### src/rtl/dds_pkg.sv
`timescale 1ns / 1ps
// Shared types, codes and constants for the differential drive motion sequencer.
// No dependencies; every other file of the block imports this package.
package dds_pkg;

    // Field widths of the command and result beats.
    localparam int MODE_W   = 3;
    localparam int AMOUNT_W = 16;
    localparam int RAW_W    = 8;
    localparam int STEP_W   = 24;
    localparam int CAL_W    = 16;
    localparam int SLACK_W  = 8;
    localparam int VER_W    = 2;

    // Configuration port.
    localparam int CFG_IDX_W  = 3;
    localparam int CFG_DATA_W = 16;

    localparam logic [CFG_IDX_W-1:0] CFG_STEPS_PER_MM  = 3'd0;
    localparam logic [CFG_IDX_W-1:0] CFG_STEPS_PER_DEG = 3'd1;
    localparam logic [CFG_IDX_W-1:0] CFG_MOVE_CAL      = 3'd2;
    localparam logic [CFG_IDX_W-1:0] CFG_TURN_CAL      = 3'd3;
    localparam logic [CFG_IDX_W-1:0] CFG_SLACK         = 3'd4;
    localparam logic [CFG_IDX_W-1:0] CFG_HW_VERSION    = 3'd5;

    // Register values after reset.
    localparam logic [CAL_W-1:0]   RST_STEPS_PER_MM  = 16'd256;
    localparam logic [CAL_W-1:0]   RST_STEPS_PER_DEG = 16'd256;
    localparam logic [CAL_W-1:0]   RST_MOVE_CAL      = 16'd16384;
    localparam logic [CAL_W-1:0]   RST_TURN_CAL      = 16'd16384;
    localparam logic [SLACK_W-1:0] RST_SLACK         = 8'd14;
    localparam logic [VER_W-1:0]   RST_HW_VERSION    = 2'd3;

    // Hardware revisions that steer when following a line.
    localparam logic [VER_W-1:0] VER_ONE = 2'd1;
    localparam logic [VER_W-1:0] VER_TWO = 2'd2;

    // Step scaling: amount (Q0) * per-unit (Q8.8) * calibration (Q2.14).
    localparam int PROD1_W  = 2 * AMOUNT_W;
    localparam int PROD_W   = PROD1_W + CAL_W;
    localparam int Q_SHIFT  = 22;
    localparam int STEP_BITS_DEF = 24;

    // Line follow deadband and automatic move amounts.
    localparam int DEADBAND = 5;
    localparam logic [AMOUNT_W-1:0] AMT_FOLLOW_FWD = 16'd5;
    localparam logic [AMOUNT_W-1:0] AMT_FOLLOW_TURN = 16'd1;
    localparam logic [AMOUNT_W-1:0] AMT_AVOID_BACK = 16'd50;
    localparam logic [AMOUNT_W-1:0] AMT_AVOID_TURN = 16'd90;
    localparam logic [AMOUNT_W-1:0] AMT_AVOID_FWD  = 16'd10;
    localparam logic [RAW_W-1:0]    BUMP_ON  = 8'hFF;
    localparam logic [RAW_W-1:0]    BUMP_OFF = 8'h00;

    // Result action codes.
    localparam logic ACT_TURN = 1'b0;
    localparam logic ACT_STOP = 1'b1;

    // Command queue depth.
    localparam int QDEPTH = 2;

    typedef enum logic [MODE_W-1:0] {
        MODE_FWD    = 3'd0,
        MODE_BACK   = 3'd1,
        MODE_LEFT   = 3'd2,
        MODE_RIGHT  = 3'd3,
        MODE_STOP   = 3'd4,
        MODE_FOLLOW = 3'd5,
        MODE_AVOID  = 3'd6,
        MODE_TICK   = 3'd7
    } t_mode;

    typedef enum logic [1:0] {
        MV_FWD   = 2'd0,
        MV_BACK  = 2'd1,
        MV_LEFT  = 2'd2,
        MV_RIGHT = 2'd3
    } t_move;

    typedef enum logic {
        OP_MOVE = 1'b0,
        OP_STOP = 1'b1
    } t_op;

    typedef enum logic [2:0] {
        AV_NORMAL     = 3'd0,
        AV_LEFT_REV   = 3'd1,
        AV_RIGHT_REV  = 3'd2,
        AV_LEFT_TURN  = 3'd3,
        AV_RIGHT_TURN = 3'd4
    } t_avoid;

    // One queued motion command, from the front to the back.
    typedef struct packed {
        t_op                 op;
        t_move               kind;
        logic [AMOUNT_W-1:0] amount;
    } t_cmd;

    // Configuration register file contents.
    typedef struct packed {
        logic [CAL_W-1:0]   steps_per_mm_q8;
        logic [CAL_W-1:0]   steps_per_degree_q8;
        logic [CAL_W-1:0]   move_cal_q14;
        logic [CAL_W-1:0]   turn_cal_q14;
        logic [SLACK_W-1:0] slack_steps;
        logic [VER_W-1:0]   hw_version;
    } t_cfg;

    // One result beat.
    typedef struct packed {
        logic              action;
        logic              motor_sel;
        logic              dir_forward;
        logic [STEP_W-1:0] step_count;
        logic              is_take_up;
        logic              last;
    } t_res;

endpackage

### src/rtl/dds_in_if.sv
`timescale 1ns / 1ps
// Command channel of the motion sequencer: valid/ready plus the command fields.
// Depends on dds_pkg for the field widths.
interface dds_in_if import dds_pkg::*; ();
    logic                valid;
    logic                ready;
    logic [MODE_W-1:0]   mode;
    logic [AMOUNT_W-1:0] amount;
    logic [RAW_W-1:0]    line_left_raw;
    logic [RAW_W-1:0]    line_right_raw;
    logic [RAW_W-1:0]    bump_left_raw;
    logic [RAW_W-1:0]    bump_right_raw;
    logic                motors_idle;

    modport source (
        output valid, mode, amount, line_left_raw, line_right_raw,
               bump_left_raw, bump_right_raw, motors_idle,
        input  ready
    );
    modport sink (
        input  valid, mode, amount, line_left_raw, line_right_raw,
               bump_left_raw, bump_right_raw, motors_idle,
        output ready
    );
endinterface

### src/rtl/dds_out_if.sv
`timescale 1ns / 1ps
// Motor command channel of the motion sequencer: valid/ready plus result fields.
// Depends on dds_pkg for the field widths.
interface dds_out_if import dds_pkg::*; ();
    logic              valid;
    logic              ready;
    logic              action;
    logic              motor_sel;
    logic              dir_forward;
    logic [STEP_W-1:0] step_count;
    logic              is_take_up;
    logic              last;

    modport source (
        output valid, action, motor_sel, dir_forward, step_count, is_take_up, last,
        input  ready
    );
    modport sink (
        input  valid, action, motor_sel, dir_forward, step_count, is_take_up, last,
        output ready
    );
endinterface

### src/rtl/dds_front.sv
`timescale 1ns / 1ps
// Front end: accepts command beats, tracks sensor readings and the automatic
// modes, and turns each beat into at most one queued motion command. Uses dds_pkg.
module dds_front import dds_pkg::*; (
    input  logic          i_clk,
    input  logic          i_rst_n,
    dds_in_if.sink        i_cmd,
    input  logic [VER_W-1:0] i_hw_version,
    input  logic          i_q_full,
    output logic          o_push,
    output t_cmd          o_push_cmd
);

    logic             r_follow_on, n_follow_on;
    logic             r_avoid_on, n_avoid_on;
    t_avoid           r_avoid_state, n_avoid_state;
    logic [RAW_W-1:0] r_line_left, n_line_left;
    logic [RAW_W-1:0] r_line_right, n_line_right;
    logic             r_bump_left, n_bump_left;
    logic             r_bump_right, n_bump_right;

    logic              accept;
    logic              reading_ok;
    logic              tick_latch;
    logic signed [RAW_W:0] diff;

    // A beat is taken whenever the command queue has room.
    assign i_cmd.ready = !i_q_full;
    assign accept      = i_cmd.valid && i_cmd.ready;

    // Bump bytes are only trusted when both sit at a rail.
    assign reading_ok = (i_cmd.bump_left_raw == BUMP_OFF || i_cmd.bump_left_raw == BUMP_ON) &&
                        (i_cmd.bump_right_raw == BUMP_OFF || i_cmd.bump_right_raw == BUMP_ON);

    // A tick with clean bump bytes latches all four readings.
    assign tick_latch   = accept && (t_mode'(i_cmd.mode) == MODE_TICK) && reading_ok;
    assign n_line_left  = tick_latch ? i_cmd.line_left_raw : r_line_left;
    assign n_line_right = tick_latch ? i_cmd.line_right_raw : r_line_right;
    assign n_bump_left  = tick_latch ? (i_cmd.bump_left_raw != BUMP_OFF) : r_bump_left;
    assign n_bump_right = tick_latch ? (i_cmd.bump_right_raw != BUMP_OFF) : r_bump_right;

    // Steering error from the readings as they stand after this tick.
    assign diff = $signed({1'b0, n_line_left}) - $signed({1'b0, n_line_right});

    // Classify the beat and work out the next mode state.
    always_comb begin
        n_follow_on   = r_follow_on;
        n_avoid_on    = r_avoid_on;
        n_avoid_state = r_avoid_state;
        o_push        = 1'b0;
        o_push_cmd    = '{op: OP_MOVE, kind: MV_FWD, amount: '0};

        if (accept) begin
            case (t_mode'(i_cmd.mode))
                MODE_FWD, MODE_BACK, MODE_LEFT, MODE_RIGHT: begin
                    o_push            = 1'b1;
                    o_push_cmd.kind   = t_move'(i_cmd.mode[1:0]);
                    o_push_cmd.amount = i_cmd.amount;
                end
                MODE_STOP: begin
                    o_push        = 1'b1;
                    o_push_cmd.op = OP_STOP;
                    n_follow_on   = 1'b0;
                    n_avoid_on    = 1'b0;
                end
                MODE_FOLLOW: begin
                    n_follow_on = 1'b1;
                end
                MODE_AVOID: begin
                    n_avoid_on = 1'b1;
                end
                MODE_TICK: begin
                    if (r_follow_on) begin
                        // Line following only steps once the wheels are at rest.
                        if (i_cmd.motors_idle) begin
                            if (diff > (RAW_W+1)'(DEADBAND)) begin
                                o_push_cmd.amount = AMT_FOLLOW_TURN;
                                if (i_hw_version == VER_ONE) begin
                                    o_push          = 1'b1;
                                    o_push_cmd.kind = MV_RIGHT;
                                end else if (i_hw_version == VER_TWO) begin
                                    o_push          = 1'b1;
                                    o_push_cmd.kind = MV_LEFT;
                                end
                            end else if (diff < -(RAW_W+1)'(DEADBAND)) begin
                                o_push_cmd.amount = AMT_FOLLOW_TURN;
                                if (i_hw_version == VER_ONE) begin
                                    o_push          = 1'b1;
                                    o_push_cmd.kind = MV_LEFT;
                                end else if (i_hw_version == VER_TWO) begin
                                    o_push          = 1'b1;
                                    o_push_cmd.kind = MV_RIGHT;
                                end
                            end else begin
                                o_push            = 1'b1;
                                o_push_cmd.kind   = MV_FWD;
                                o_push_cmd.amount = AMT_FOLLOW_FWD;
                            end
                        end
                    end else if (r_avoid_on) begin
                        if (r_avoid_state == AV_NORMAL) begin
                            o_push = 1'b1;
                            if (n_bump_left) begin
                                n_avoid_state     = AV_LEFT_REV;
                                o_push_cmd.kind   = MV_BACK;
                                o_push_cmd.amount = AMT_AVOID_BACK;
                            end else if (n_bump_right) begin
                                n_avoid_state     = AV_RIGHT_REV;
                                o_push_cmd.kind   = MV_BACK;
                                o_push_cmd.amount = AMT_AVOID_BACK;
                            end else begin
                                o_push_cmd.kind   = MV_FWD;
                                o_push_cmd.amount = AMT_AVOID_FWD;
                            end
                        end else if (i_cmd.motors_idle) begin
                            // Reverse done: turn away from the bump, then resume.
                            case (r_avoid_state)
                                AV_LEFT_REV: begin
                                    n_avoid_state     = AV_LEFT_TURN;
                                    o_push            = 1'b1;
                                    o_push_cmd.kind   = MV_RIGHT;
                                    o_push_cmd.amount = AMT_AVOID_TURN;
                                end
                                AV_RIGHT_REV: begin
                                    n_avoid_state     = AV_RIGHT_TURN;
                                    o_push            = 1'b1;
                                    o_push_cmd.kind   = MV_LEFT;
                                    o_push_cmd.amount = AMT_AVOID_TURN;
                                end
                                default: begin
                                    n_avoid_state = AV_NORMAL;
                                end
                            endcase
                        end
                    end
                end
                default: ;
            endcase
        end
    end

    // Mode flags and latched readings.
    always_ff @(posedge i_clk) begin
        if (!i_rst_n) begin
            r_follow_on   <= 1'b0;
            r_avoid_on    <= 1'b0;
            r_avoid_state <= AV_NORMAL;
            r_line_left   <= '0;
            r_line_right  <= '0;
            r_bump_left   <= 1'b0;
            r_bump_right  <= 1'b0;
        end else begin
            r_follow_on   <= n_follow_on;
            r_avoid_on    <= n_avoid_on;
            r_avoid_state <= n_avoid_state;
            r_line_left   <= n_line_left;
            r_line_right  <= n_line_right;
            r_bump_left   <= n_bump_left;
            r_bump_right  <= n_bump_right;
        end
    end

    // A stop beat leaves both automatic modes off.
    a_stop_clears: assert property (@(posedge i_clk) disable iff (!i_rst_n)
        (accept && t_mode'(i_cmd.mode) == MODE_STOP) |=> (!r_follow_on && !r_avoid_on))
        else $error("automatic mode still on after stop");

    // Nothing is queued unless a beat was taken.
    a_push_needs_accept: assert property (@(posedge i_clk) disable iff (!i_rst_n)
        o_push |-> accept)
        else $error("command queued without an accepted beat");

    // Readings only change on a tick beat.
    a_readings_on_tick: assert property (@(posedge i_clk) disable iff (!i_rst_n)
        !(accept && t_mode'(i_cmd.mode) == MODE_TICK) |=>
            ($stable(r_line_left) && $stable(r_line_right)))
        else $error("line readings changed outside a tick");

endmodule

### src/rtl/dds_queue.sv
`timescale 1ns / 1ps
// Short command queue between the front end and the motor sequencer.
// Uses dds_pkg for the command type and depth.
module dds_queue import dds_pkg::*; (
    input  logic i_clk,
    input  logic i_rst_n,
    input  logic i_push,
    input  t_cmd i_push_cmd,
    output logic o_full,
    input  logic i_pop,
    output logic o_empty,
    output t_cmd o_head
);

    localparam int IDX_W = (QDEPTH > 1) ? $clog2(QDEPTH) : 1;
    localparam int CNT_W = $clog2(QDEPTH + 1);

    t_cmd             r_mem [QDEPTH];
    logic [IDX_W-1:0] r_wp, n_wp;
    logic [IDX_W-1:0] r_rp, n_rp;
    logic [CNT_W-1:0] r_count, n_count;

    assign o_full  = (r_count == CNT_W'(QDEPTH));
    assign o_empty = (r_count == '0);
    assign o_head  = r_mem[r_rp];

    // Pointer and fill count update with wrap at the depth.
    always_comb begin
        n_wp    = r_wp;
        n_rp    = r_rp;
        n_count = r_count;
        if (i_push) begin
            n_wp = (r_wp == IDX_W'(QDEPTH - 1)) ? '0 : r_wp + 1'b1;
        end
        if (i_pop) begin
            n_rp = (r_rp == IDX_W'(QDEPTH - 1)) ? '0 : r_rp + 1'b1;
        end
        if (i_push && !i_pop) begin
            n_count = r_count + 1'b1;
        end else if (!i_push && i_pop) begin
            n_count = r_count - 1'b1;
        end
    end

    always_ff @(posedge i_clk) begin
        if (!i_rst_n) begin
            r_wp    <= '0;
            r_rp    <= '0;
            r_count <= '0;
        end else begin
            r_wp    <= n_wp;
            r_rp    <= n_rp;
            r_count <= n_count;
        end
    end

    // Entry storage needs no reset.
    always_ff @(posedge i_clk) begin
        if (i_push) begin
            r_mem[r_wp] <= i_push_cmd;
        end
    end

    a_no_overflow: assert property (@(posedge i_clk) disable iff (!i_rst_n)
        i_push |-> (!o_full || i_pop))
        else $error("push into a full command queue");

    a_no_underflow: assert property (@(posedge i_clk) disable iff (!i_rst_n)
        i_pop |-> !o_empty)
        else $error("pop from an empty command queue");

    a_count_bound: assert property (@(posedge i_clk) disable iff (!i_rst_n)
        r_count <= CNT_W'(QDEPTH))
        else $error("command queue count past depth");

endmodule

### src/rtl/dds_back.sv
`timescale 1ns / 1ps
// Back end: takes queued motion commands, scales the step count in a two-stage
// multiply and issues take-up, main or stop beats per wheel. Uses dds_pkg, dds_out_if.
module dds_back import dds_pkg::*; #(
    parameter int STEP_BITS = STEP_BITS_DEF
) (
    input  logic    i_clk,
    input  logic    i_rst_n,
    input  t_cfg    i_cfg,
    input  logic    i_q_empty,
    input  t_cmd    i_q_head,
    output logic    o_q_pop,
    dds_out_if.source o_res
);

    localparam int SCALED_W = PROD_W - Q_SHIFT;
    localparam int SAT_W    = 33;
    localparam logic [SAT_W-1:0] STEP_MAX = (SAT_W'(1) << STEP_BITS) - SAT_W'(1);

    typedef enum logic [1:0] {
        B_IDLE,
        B_MUL,
        B_EMIT
    } t_bstate;

    t_bstate              r_state;
    t_op                  r_op;
    logic                 r_dir_a, r_dir_b;
    logic                 r_last_dir_first, r_last_dir_second;
    logic [3:0]           r_pend;
    logic [PROD1_W-1:0]   r_prod1;
    logic [CAL_W-1:0]     r_cal;
    logic [PROD_W-1:0]    r_prod2;
    logic                 r_out_valid;
    t_res                 r_out;

    logic                 dir_a, dir_b, is_turn;
    logic [CAL_W-1:0]     per_unit, cal_sel;
    logic [3:0]           sel_oh, rest;
    logic [SCALED_W-1:0]  scaled;
    logic [SAT_W-1:0]     scaled_ext, steps_sat;
    logic                 slot_free;
    logic                 issue;
    t_res                 beat;

    // Wheel directions: the first wheel runs forward on fwd and left, the
    // mirrored second wheel on back and left.
    assign dir_a   = !i_q_head.kind[0];
    assign dir_b   = i_q_head.kind[0] ^ i_q_head.kind[1];
    assign is_turn = (i_q_head.kind == MV_LEFT) || (i_q_head.kind == MV_RIGHT);
    assign per_unit = is_turn ? i_cfg.steps_per_degree_q8 : i_cfg.steps_per_mm_q8;
    assign cal_sel  = is_turn ? i_cfg.turn_cal_q14 : i_cfg.move_cal_q14;

    assign o_q_pop   = (r_state == B_IDLE) && !i_q_empty;
    assign slot_free = !r_out_valid || o_res.ready;
    assign issue     = (r_state == B_EMIT) && slot_free;

    // Truncate the product and saturate to the step range.
    assign scaled     = r_prod2[PROD_W-1:Q_SHIFT];
    assign scaled_ext = SAT_W'(scaled);
    assign steps_sat  = (scaled_ext > STEP_MAX) ? STEP_MAX : scaled_ext;

    // Pending beats in order: take-up first, take-up second, main first,
    // main second. The lowest pending one goes out next.
    always_comb begin
        sel_oh = r_pend & (~r_pend + 4'd1);
        rest   = r_pend & ~sel_oh;
        beat.action      = (r_op == OP_STOP) ? ACT_STOP : ACT_TURN;
        beat.motor_sel   = sel_oh[1] | sel_oh[3];
        beat.is_take_up  = (r_op == OP_MOVE) && (sel_oh[0] | sel_oh[1]);
        beat.last        = (rest == '0);
        if (r_op == OP_STOP) begin
            beat.dir_forward = 1'b0;
            beat.step_count  = '0;
        end else begin
            beat.dir_forward = (sel_oh[0] | sel_oh[2]) ? r_dir_a : r_dir_b;
            beat.step_count  = (sel_oh[0] | sel_oh[1]) ? STEP_W'(i_cfg.slack_steps)
                                                       : steps_sat[STEP_W-1:0];
        end
    end

    // Sequencer state, multiply stages and the output register.
    always_ff @(posedge i_clk) begin
        if (!i_rst_n) begin
            r_state           <= B_IDLE;
            r_pend            <= '0;
            r_last_dir_first  <= 1'b1;
            r_last_dir_second <= 1'b1;
            r_out_valid       <= 1'b0;
        end else begin
            // The output register fills on an issue and empties when taken.
            r_out_valid <= issue || (r_out_valid && !o_res.ready);
            case (r_state)
                B_IDLE: begin
                    if (!i_q_empty) begin
                        r_op <= i_q_head.op;
                        if (i_q_head.op == OP_STOP) begin
                            r_pend  <= 4'b1100;
                            r_state <= B_EMIT;
                        end else begin
                            r_dir_a  <= dir_a;
                            r_dir_b  <= dir_b;
                            r_pend   <= {2'b11, (r_last_dir_second != dir_b),
                                         (r_last_dir_first != dir_a)};
                            r_last_dir_first  <= dir_a;
                            r_last_dir_second <= dir_b;
                            r_prod1  <= PROD1_W'(i_q_head.amount) * PROD1_W'(per_unit);
                            r_cal    <= cal_sel;
                            r_state  <= B_MUL;
                        end
                    end
                end
                B_MUL: begin
                    r_prod2 <= PROD_W'(r_prod1) * PROD_W'(r_cal);
                    r_state <= B_EMIT;
                end
                B_EMIT: begin
                    if (slot_free) begin
                        r_out  <= beat;
                        r_pend <= rest;
                        if (rest == '0) begin
                            r_state <= B_IDLE;
                        end
                    end
                end
                default: begin
                    r_state <= B_IDLE;
                end
            endcase
        end
    end

    assign o_res.valid       = r_out_valid;
    assign o_res.action      = r_out.action;
    assign o_res.motor_sel   = r_out.motor_sel;
    assign o_res.dir_forward = r_out.dir_forward;
    assign o_res.step_count  = r_out.step_count;
    assign o_res.is_take_up  = r_out.is_take_up;
    assign o_res.last        = r_out.last;

    a_mul_to_emit: assert property (@(posedge i_clk) disable iff (!i_rst_n)
        (r_state == B_MUL) |=> (r_state == B_EMIT))
        else $error("multiply stage did not hand over to issue");

    a_emit_has_work: assert property (@(posedge i_clk) disable iff (!i_rst_n)
        (r_state == B_EMIT) |-> (r_pend != '0))
        else $error("issuing with no pending beat");

    a_idle_no_pend: assert property (@(posedge i_clk) disable iff (!i_rst_n)
        (r_state == B_IDLE) |-> (r_pend == '0))
        else $error("pending beats left behind");

    a_stop_fields: assert property (@(posedge i_clk) disable iff (!i_rst_n)
        (r_out_valid && r_out.action == ACT_STOP) |->
            (r_out.step_count == '0 && !r_out.is_take_up && !r_out.dir_forward))
        else $error("stop beat with motion fields set");

endmodule

### src/rtl/diff_drive_motion_sequencer.sv
`timescale 1ns / 1ps
// Top level of the two-wheel stepper motion sequencer: configuration registers,
// front end, command queue and motor sequencer. Uses dds_pkg, dds_in_if, dds_out_if.
//
//  Port        | Dir | Handshake        | Carries
//  ------------+-----+------------------+--------------------------------------
//  i_cmd       | in  | valid/ready      | mode, amount, sensor bytes, idle flag
//  o_res       | out | valid/ready      | motor command: action, wheel, steps
//  i_cfg_*     | in  | write enable     | register index and 16-bit value
//
// A move gives 2 to 4 motor commands: the sequencer pops it and forms the first
// partial product, does the second multiply, then issues each motor command
// through the output register. A stop gives a stop command to each wheel; flag
// and tick beats that move nothing stay in the front end. The front end keeps
// taking beats while the two-entry queue has room, and the output register
// holds a beat until it is taken. Reset is synchronous and active low.
module diff_drive_motion_sequencer import dds_pkg::*; #(
    parameter int STEP_BITS = STEP_BITS_DEF
) (
    input  logic                  i_clk,
    input  logic                  i_rst_n,
    dds_in_if.sink                i_cmd,
    dds_out_if.source             o_res,
    input  logic                  i_cfg_we,
    input  logic [CFG_IDX_W-1:0]  i_cfg_idx,
    input  logic [CFG_DATA_W-1:0] i_cfg_data
);

    t_cfg r_cfg;
    logic q_push, q_full, q_pop, q_empty;
    t_cmd q_push_cmd, q_head;

    // Configuration register writes; unknown indexes are dropped.
    always_ff @(posedge i_clk) begin
        if (!i_rst_n) begin
            r_cfg.steps_per_mm_q8     <= RST_STEPS_PER_MM;
            r_cfg.steps_per_degree_q8 <= RST_STEPS_PER_DEG;
            r_cfg.move_cal_q14        <= RST_MOVE_CAL;
            r_cfg.turn_cal_q14        <= RST_TURN_CAL;
            r_cfg.slack_steps         <= RST_SLACK;
            r_cfg.hw_version          <= RST_HW_VERSION;
        end else if (i_cfg_we) begin
            case (i_cfg_idx)
                CFG_STEPS_PER_MM:  r_cfg.steps_per_mm_q8     <= i_cfg_data;
                CFG_STEPS_PER_DEG: r_cfg.steps_per_degree_q8 <= i_cfg_data;
                CFG_MOVE_CAL:      r_cfg.move_cal_q14        <= i_cfg_data;
                CFG_TURN_CAL:      r_cfg.turn_cal_q14        <= i_cfg_data;
                CFG_SLACK:         r_cfg.slack_steps         <= i_cfg_data[SLACK_W-1:0];
                CFG_HW_VERSION:    r_cfg.hw_version          <= i_cfg_data[VER_W-1:0];
                default: ;
            endcase
        end
    end

    dds_front u_front (
        .i_clk        (i_clk),
        .i_rst_n      (i_rst_n),
        .i_cmd        (i_cmd),
        .i_hw_version (r_cfg.hw_version),
        .i_q_full     (q_full),
        .o_push       (q_push),
        .o_push_cmd   (q_push_cmd)
    );

    dds_queue u_queue (
        .i_clk      (i_clk),
        .i_rst_n    (i_rst_n),
        .i_push     (q_push),
        .i_push_cmd (q_push_cmd),
        .o_full     (q_full),
        .i_pop      (q_pop),
        .o_empty    (q_empty),
        .o_head     (q_head)
    );

    dds_back #(
        .STEP_BITS (STEP_BITS)
    ) u_back (
        .i_clk     (i_clk),
        .i_rst_n   (i_rst_n),
        .i_cfg     (r_cfg),
        .i_q_empty (q_empty),
        .i_q_head  (q_head),
        .o_q_pop   (q_pop),
        .o_res     (o_res)
    );

endmodule

### src/flat_wrapper.sv
// flat-port wrapper written by rule: the top's interface ports become plain ports
module diff_drive_motion_sequencer_flat import dds_pkg::*;
#(
    parameter int STEP_BITS = STEP_BITS_DEF
)
  (i_clk, i_rst_n, i_cfg_we, i_cfg_idx, i_cfg_data, i_cmd_valid, i_cmd_mode, i_cmd_amount, i_cmd_line_left_raw, i_cmd_line_right_raw, i_cmd_bump_left_raw, i_cmd_bump_right_raw, i_cmd_motors_idle, i_cmd_ready, o_res_valid, o_res_action, o_res_motor_sel, o_res_dir_forward, o_res_step_count, o_res_is_take_up, o_res_last, o_res_ready);
  dds_in_if i_cmd_i ();
  dds_out_if o_res_i ();
  input  logic i_clk;
  input  logic i_rst_n;
  input  logic i_cfg_we;
  input  logic [CFG_IDX_W-1:0] i_cfg_idx;
  input  logic [CFG_DATA_W-1:0] i_cfg_data;
  input wire logic [$bits(i_cmd_i.valid)-1:0] i_cmd_valid;
  input wire logic [$bits(i_cmd_i.mode)-1:0] i_cmd_mode;
  input wire logic [$bits(i_cmd_i.amount)-1:0] i_cmd_amount;
  input wire logic [$bits(i_cmd_i.line_left_raw)-1:0] i_cmd_line_left_raw;
  input wire logic [$bits(i_cmd_i.line_right_raw)-1:0] i_cmd_line_right_raw;
  input wire logic [$bits(i_cmd_i.bump_left_raw)-1:0] i_cmd_bump_left_raw;
  input wire logic [$bits(i_cmd_i.bump_right_raw)-1:0] i_cmd_bump_right_raw;
  input wire logic [$bits(i_cmd_i.motors_idle)-1:0] i_cmd_motors_idle;
  output wire logic [$bits(i_cmd_i.ready)-1:0] i_cmd_ready;
  output wire logic [$bits(o_res_i.valid)-1:0] o_res_valid;
  output wire logic [$bits(o_res_i.action)-1:0] o_res_action;
  output wire logic [$bits(o_res_i.motor_sel)-1:0] o_res_motor_sel;
  output wire logic [$bits(o_res_i.dir_forward)-1:0] o_res_dir_forward;
  output wire logic [$bits(o_res_i.step_count)-1:0] o_res_step_count;
  output wire logic [$bits(o_res_i.is_take_up)-1:0] o_res_is_take_up;
  output wire logic [$bits(o_res_i.last)-1:0] o_res_last;
  input wire logic [$bits(o_res_i.ready)-1:0] o_res_ready;
  assign i_cmd_i.valid = i_cmd_valid;
  assign i_cmd_i.mode = i_cmd_mode;
  assign i_cmd_i.amount = i_cmd_amount;
  assign i_cmd_i.line_left_raw = i_cmd_line_left_raw;
  assign i_cmd_i.line_right_raw = i_cmd_line_right_raw;
  assign i_cmd_i.bump_left_raw = i_cmd_bump_left_raw;
  assign i_cmd_i.bump_right_raw = i_cmd_bump_right_raw;
  assign i_cmd_i.motors_idle = i_cmd_motors_idle;
  assign i_cmd_ready = i_cmd_i.ready;
  assign o_res_valid = o_res_i.valid;
  assign o_res_action = o_res_i.action;
  assign o_res_motor_sel = o_res_i.motor_sel;
  assign o_res_dir_forward = o_res_i.dir_forward;
  assign o_res_step_count = o_res_i.step_count;
  assign o_res_is_take_up = o_res_i.is_take_up;
  assign o_res_last = o_res_i.last;
  assign o_res_i.ready = o_res_ready;
  diff_drive_motion_sequencer #(.STEP_BITS(STEP_BITS)) u_core (.i_clk(i_clk), .i_rst_n(i_rst_n), .i_cmd(i_cmd_i), .o_res(o_res_i), .i_cfg_we(i_cfg_we), .i_cfg_idx(i_cfg_idx), .i_cfg_data(i_cfg_data));
endmodule
### config.mk
export PLATFORM = sky130hd
export DESIGN_NAME = diff_drive_motion_sequencer_flat
export DESIGN_NICKNAME = d
export VERILOG_FILES = /design/src/rtl/dds_pkg.sv /design/src/rtl/dds_in_if.sv /design/src/rtl/dds_out_if.sv /design/src/rtl/dds_front.sv /design/src/rtl/dds_queue.sv /design/src/rtl/dds_back.sv /design/src/rtl/diff_drive_motion_sequencer.sv /design/src/flat_wrapper.sv
export SDC_FILE = /design/constraint.sdc
export NUM_CORES = 2
export LEC_CHECK = 0
export BUFFER_PORTS_ARGS = -buffer_cell sky130_fd_sc_hd__buf_2
export CORE_MARGIN = 4
export CORE_UTILIZATION = 55
export DETAILED_ROUTE_END_ITERATION = 10
export PLACE_DENSITY = 0.83
export SLEW_MARGIN = 20
export SYNTH_ARGS = -nofsm -noshare
export SYNTH_HDL_FRONTEND = slang
export SYNTH_HIERARCHICAL = 1
export SYNTH_SLANG_ARGS = --single-unit
### constraint.sdc
create_clock -name i_clk -period 7.2 [get_ports i_clk]
set_clock_uncertainty 0.2 [all_clocks]
set_input_delay 0.72 -clock i_clk [delete_from_list [all_inputs] [get_ports i_clk]]
set_output_delay 0.72 -clock i_clk [all_outputs]
set_load 0.01 [all_outputs]
==> flow_metrics.tcl <==
set metrics [dict create \
    fillers 4818 \
    worstSkewPairLatency_ns 0.56 \
    hp-start "i_cmd_line_right_raw[4]" \
    nets 4698 \
    multi_input_area_sq_mm 0.0251 \
    grt_usage_pct 25.2 \
    tightest_slew_ns 1.08 \
    drv_slew 0 \
    rsz0062_at_grt "true" \
    start_util_pct 55.8 \
    avgRoutedWirePerCell_microns 18.2 \
    io_pins 107 \
    worstPathRequired_ns 7.31 \
    place.gp.congestion 0.965 \
    clock-sinks 255 \
    grt_pass1_wl_microns 137000 \
    reg2reg_to "u_core/u_back/r_prod1[29]" \
    postCtsHoldBufs 0 \
    fin_setup_tns_ns 0 \
    postRouteAntennaNets 0 \
    synth-compound-area-share_pct 5.00 \
    critPathCaptureType "register" \
    drtIter0Drc 1927 \
    hold_viol_final 0 \
    reg2regPathDepth 26 \
    whs_ns 0.234 \
    via_per_inst 5.53 \
    synth_area_per_cell_sq_um 9.57 \
    synth_top_flop_cell "edfxtp_1" \
    ys_seq_area_share_pct 18.9 \
    vias 25654 \
    rows 91 \
    path_class "register to register" \
    r2r_setup_slack_ns 0.005 \
    dr.pass1.iters 8 \
    synth_cells 3611 \
    synthAdderAreaFrac_pct 44.0 \
    synthMuxAreaShare_pct 4.20 \
    seq_area_sq_mm 0.00655 \
    ys_warn_count 6 \
    ys_ff_latch 255 \
    cts_tree "done" \
    die_w_microns 259 \
    wl_microns 84500 \
    final_cell_mix "692 x inv_1, 607 x fa_1, 573 x nand2_1, 300 x and2_1, 225 x ha_1" \
    ys_types 88 \
    ctsRootBufferMaster "clkbuf_16" \
    grt_max_degree 102 \
    status "completed" \
    synth_xor_area_share_pct 1.82 \
    die_h_microns 259 \
    synth_top_family_by_area "adder cells" \
    route.detailed.drc 0 \
    h-tree-depth 1 \
    syn_to_final_growth_pct 11.4 \
    synthSimpleGateAreaFrac_pct 16.6 \
    clkTransAtPathRegs_ns 0.06 \
    clockBufferDepth 3 \
    grt_overflow 0 \
    min_to "u_core/u_front/r_line_right[4]" \
    cts_made_buffers 27 \
    synthArstFlopShare_pct 0 \
    fmax_mhz 139 \
    slew_headroom_pct 27.7 \
    hold_depth 3 \
    grt_pass1_vias 27401 \
    synth_edf_count 144 \
    crit_arrival_ns 7.30 \
    min_path_type "input port to register" \
    final_common_cell "inv_1" \
    post-route-min-period_ns 7.20 \
    die_area_sq_mm 0.0669 \
    drive_gt1_share_pct 12.5 \
    path_max_fanout 7 \
    max_cap_violations 0 \
    syn_nets 4531 \
    portBuffers 106 \
    timing.final.crit_share_pct 99.9 \
    hpwlAfterDp_microns 66000 \
    syn-cell-area_sq_mm 0.0346 \
    startpoint_type "register" \
    setup_violations 0 \
    coreArea_sq_mm 0.0619 \
    antenna_found_initial 3 \
]
layout make-up:
cell class / count / area share, %
Clock buffer: 41 / 2.13
Tap cell: 837 / 2.72
Timing Repair Buffer: 298 / 5.93
Clock inverter: 9 / 0.240
Antenna cell: 1 / 0.00650
Multi-Input combinational cell: 2494 / 65.1
Inverter: 702 / 6.84
Sequential cell: 255 / 17.0
cell families (layout without fill, tap and decap cells):
logic type | after synthesis | in the layout
simple gates | 1171 | 1171
buf+inv | 865 | 1050
fa+ha+maj | 848 | 848
compound gates | 261 | 261
flops | 255 | 255
mux | 139 | 142
xor+xnor | 72 | 72
other cells | 0 | 1
through the flow:
stage               instances  cell area [sq um]  utilization [%]  setup WS [ns]
floorplan                3611              34800                -        -0.0230
global placement         4548              37000             59.7        -0.0232
detailed placement       4548              37000             59.7         -0.112
CTS                      4601              37900             61.3         0.0147
global route             4637              38500             62.2         -0.171
finish                   4637              38500             62.2        0.00469
state kept, by name, indices dropped and copies added (netlist names), 8 cells and up, named ones only:
signal                          flops
u_core/r_cfg                       74
u_core/u_back/r_prod2              26
u_core/u_back/o_res.step_count     24
u_core/u_back/r_prod1              32
u_core/u_front/r_line_left          8
u_core/u_front/r_line_right         8
u_core/u_back/r_cal                16
u_core/u_queue/r_mem               38
repair_timing:
action / CTS / global route
pin swaps: 2 / 25
setup buffers: 2 / 31
gates cloned: 1 / 4
resized for setup: 9 / 53
endpoints found under the setup margin: 5 / 22
routing by layer:
layer	wire length, microns	GRT usage (%)	up-vias
met3	7120	4.61	269
li1	-	-	11405
met1	31900	31.9	12816
met4	3930	10.6	4
met2	41500	42.8	1160
met5	21	0	-
worst max path at each step:
stage / endpoint / depth (start not counted) / from
after floorplan: u_core/u_back/r_prod1[29] / 30 / register
after global placement: u_core/u_back/r_prod1[29] / 26 / register
after detailed placement: u_core/u_back/r_prod1[29] / 26 / register
after CTS: u_core/u_back/r_prod1[29] / 25 / register
after global routing: u_core/u_back/r_prod1[29] / 25 / register
final: u_core/u_back/r_prod1[29] / 26 / register
synth_stat cells (4+ instances only):
| cell type | number | share of area [%] |
|---|---|---|
| nor2_1 | 86 | 0.93 |
| inv_1 | 700 | 7.6 |
| nand2b_1 | 28 | 0.51 |
| o21a_1 | 21 | 0.46 |
| o21ai_0 | 40 | 0.58 |
| a31oi_1 | 13 | 0.24 |
| nand4_1 | 18 | 0.33 |
| nand2_1 | 578 | 6.3 |
| and2_1 | 300 | 5.4 |
| edfxtp_1 | 144 | 13 |
| ha_1 | 232 | 8.4 |
| and3_1 | 13 | 0.24 |
| a21o_1 | 28 | 0.61 |
| or3_1 | 5 | 0.090 |
| xor2_1 | 21 | 0.53 |
| nand3_1 | 16 | 0.23 |
| nor3_1 | 20 | 0.29 |
| clkbuf_1 | 151 | 1.6 |
| o221ai_1 | 4 | 0.10 |
| maj3_1 | 4 | 0.12 |
| a211oi_1 | 4 | 0.087 |
| xnor2_1 | 51 | 1.3 |
| o21bai_1 | 8 | 0.17 |
| dfxtp_1 | 111 | 6.4 |
| o22ai_1 | 8 | 0.14 |
| o211ai_1 | 6 | 0.13 |
| mux2i_1 | 91 | 2.6 |
| fa_1 | 612 | 35 |
| nor2b_1 | 74 | 1.3 |
| mux2_2 | 48 | 1.6 |
| buf_2 | 8 | 0.12 |
| a21oi_1 | 85 | 1.2 |
worst max-delay path, cell delays in order, from the launching register on:
cell	delay [ns]
dfxtp_4	0.37
mux2_4	0.33
ha_4	0.17
nor2_4	0.17
buf_12	0.18
mux2i_4	0.29
buf_6	0.16
nor2b_1	0.06
fa_1	0.51
inv_2	0.05
fa_2	0.47
fa_1	0.52
inv_2	0.04
fa_1	0.48
fa_1	0.50
inv_1	0.05
fa_1	0.49
inv_2	0.05
ha_4	0.26
nand2_1	0.06
or4_4	0.56
a21oi_2	0.17
and3b_2	0.25
o21bai_4	0.17
a21o_1	0.15
a21oi_2	0.06
xnor2_1	0.12
Power is left out: the tool's default activity adds up to more than one toggle a clock period on the data nets, which glitch-free logic cannot reach.
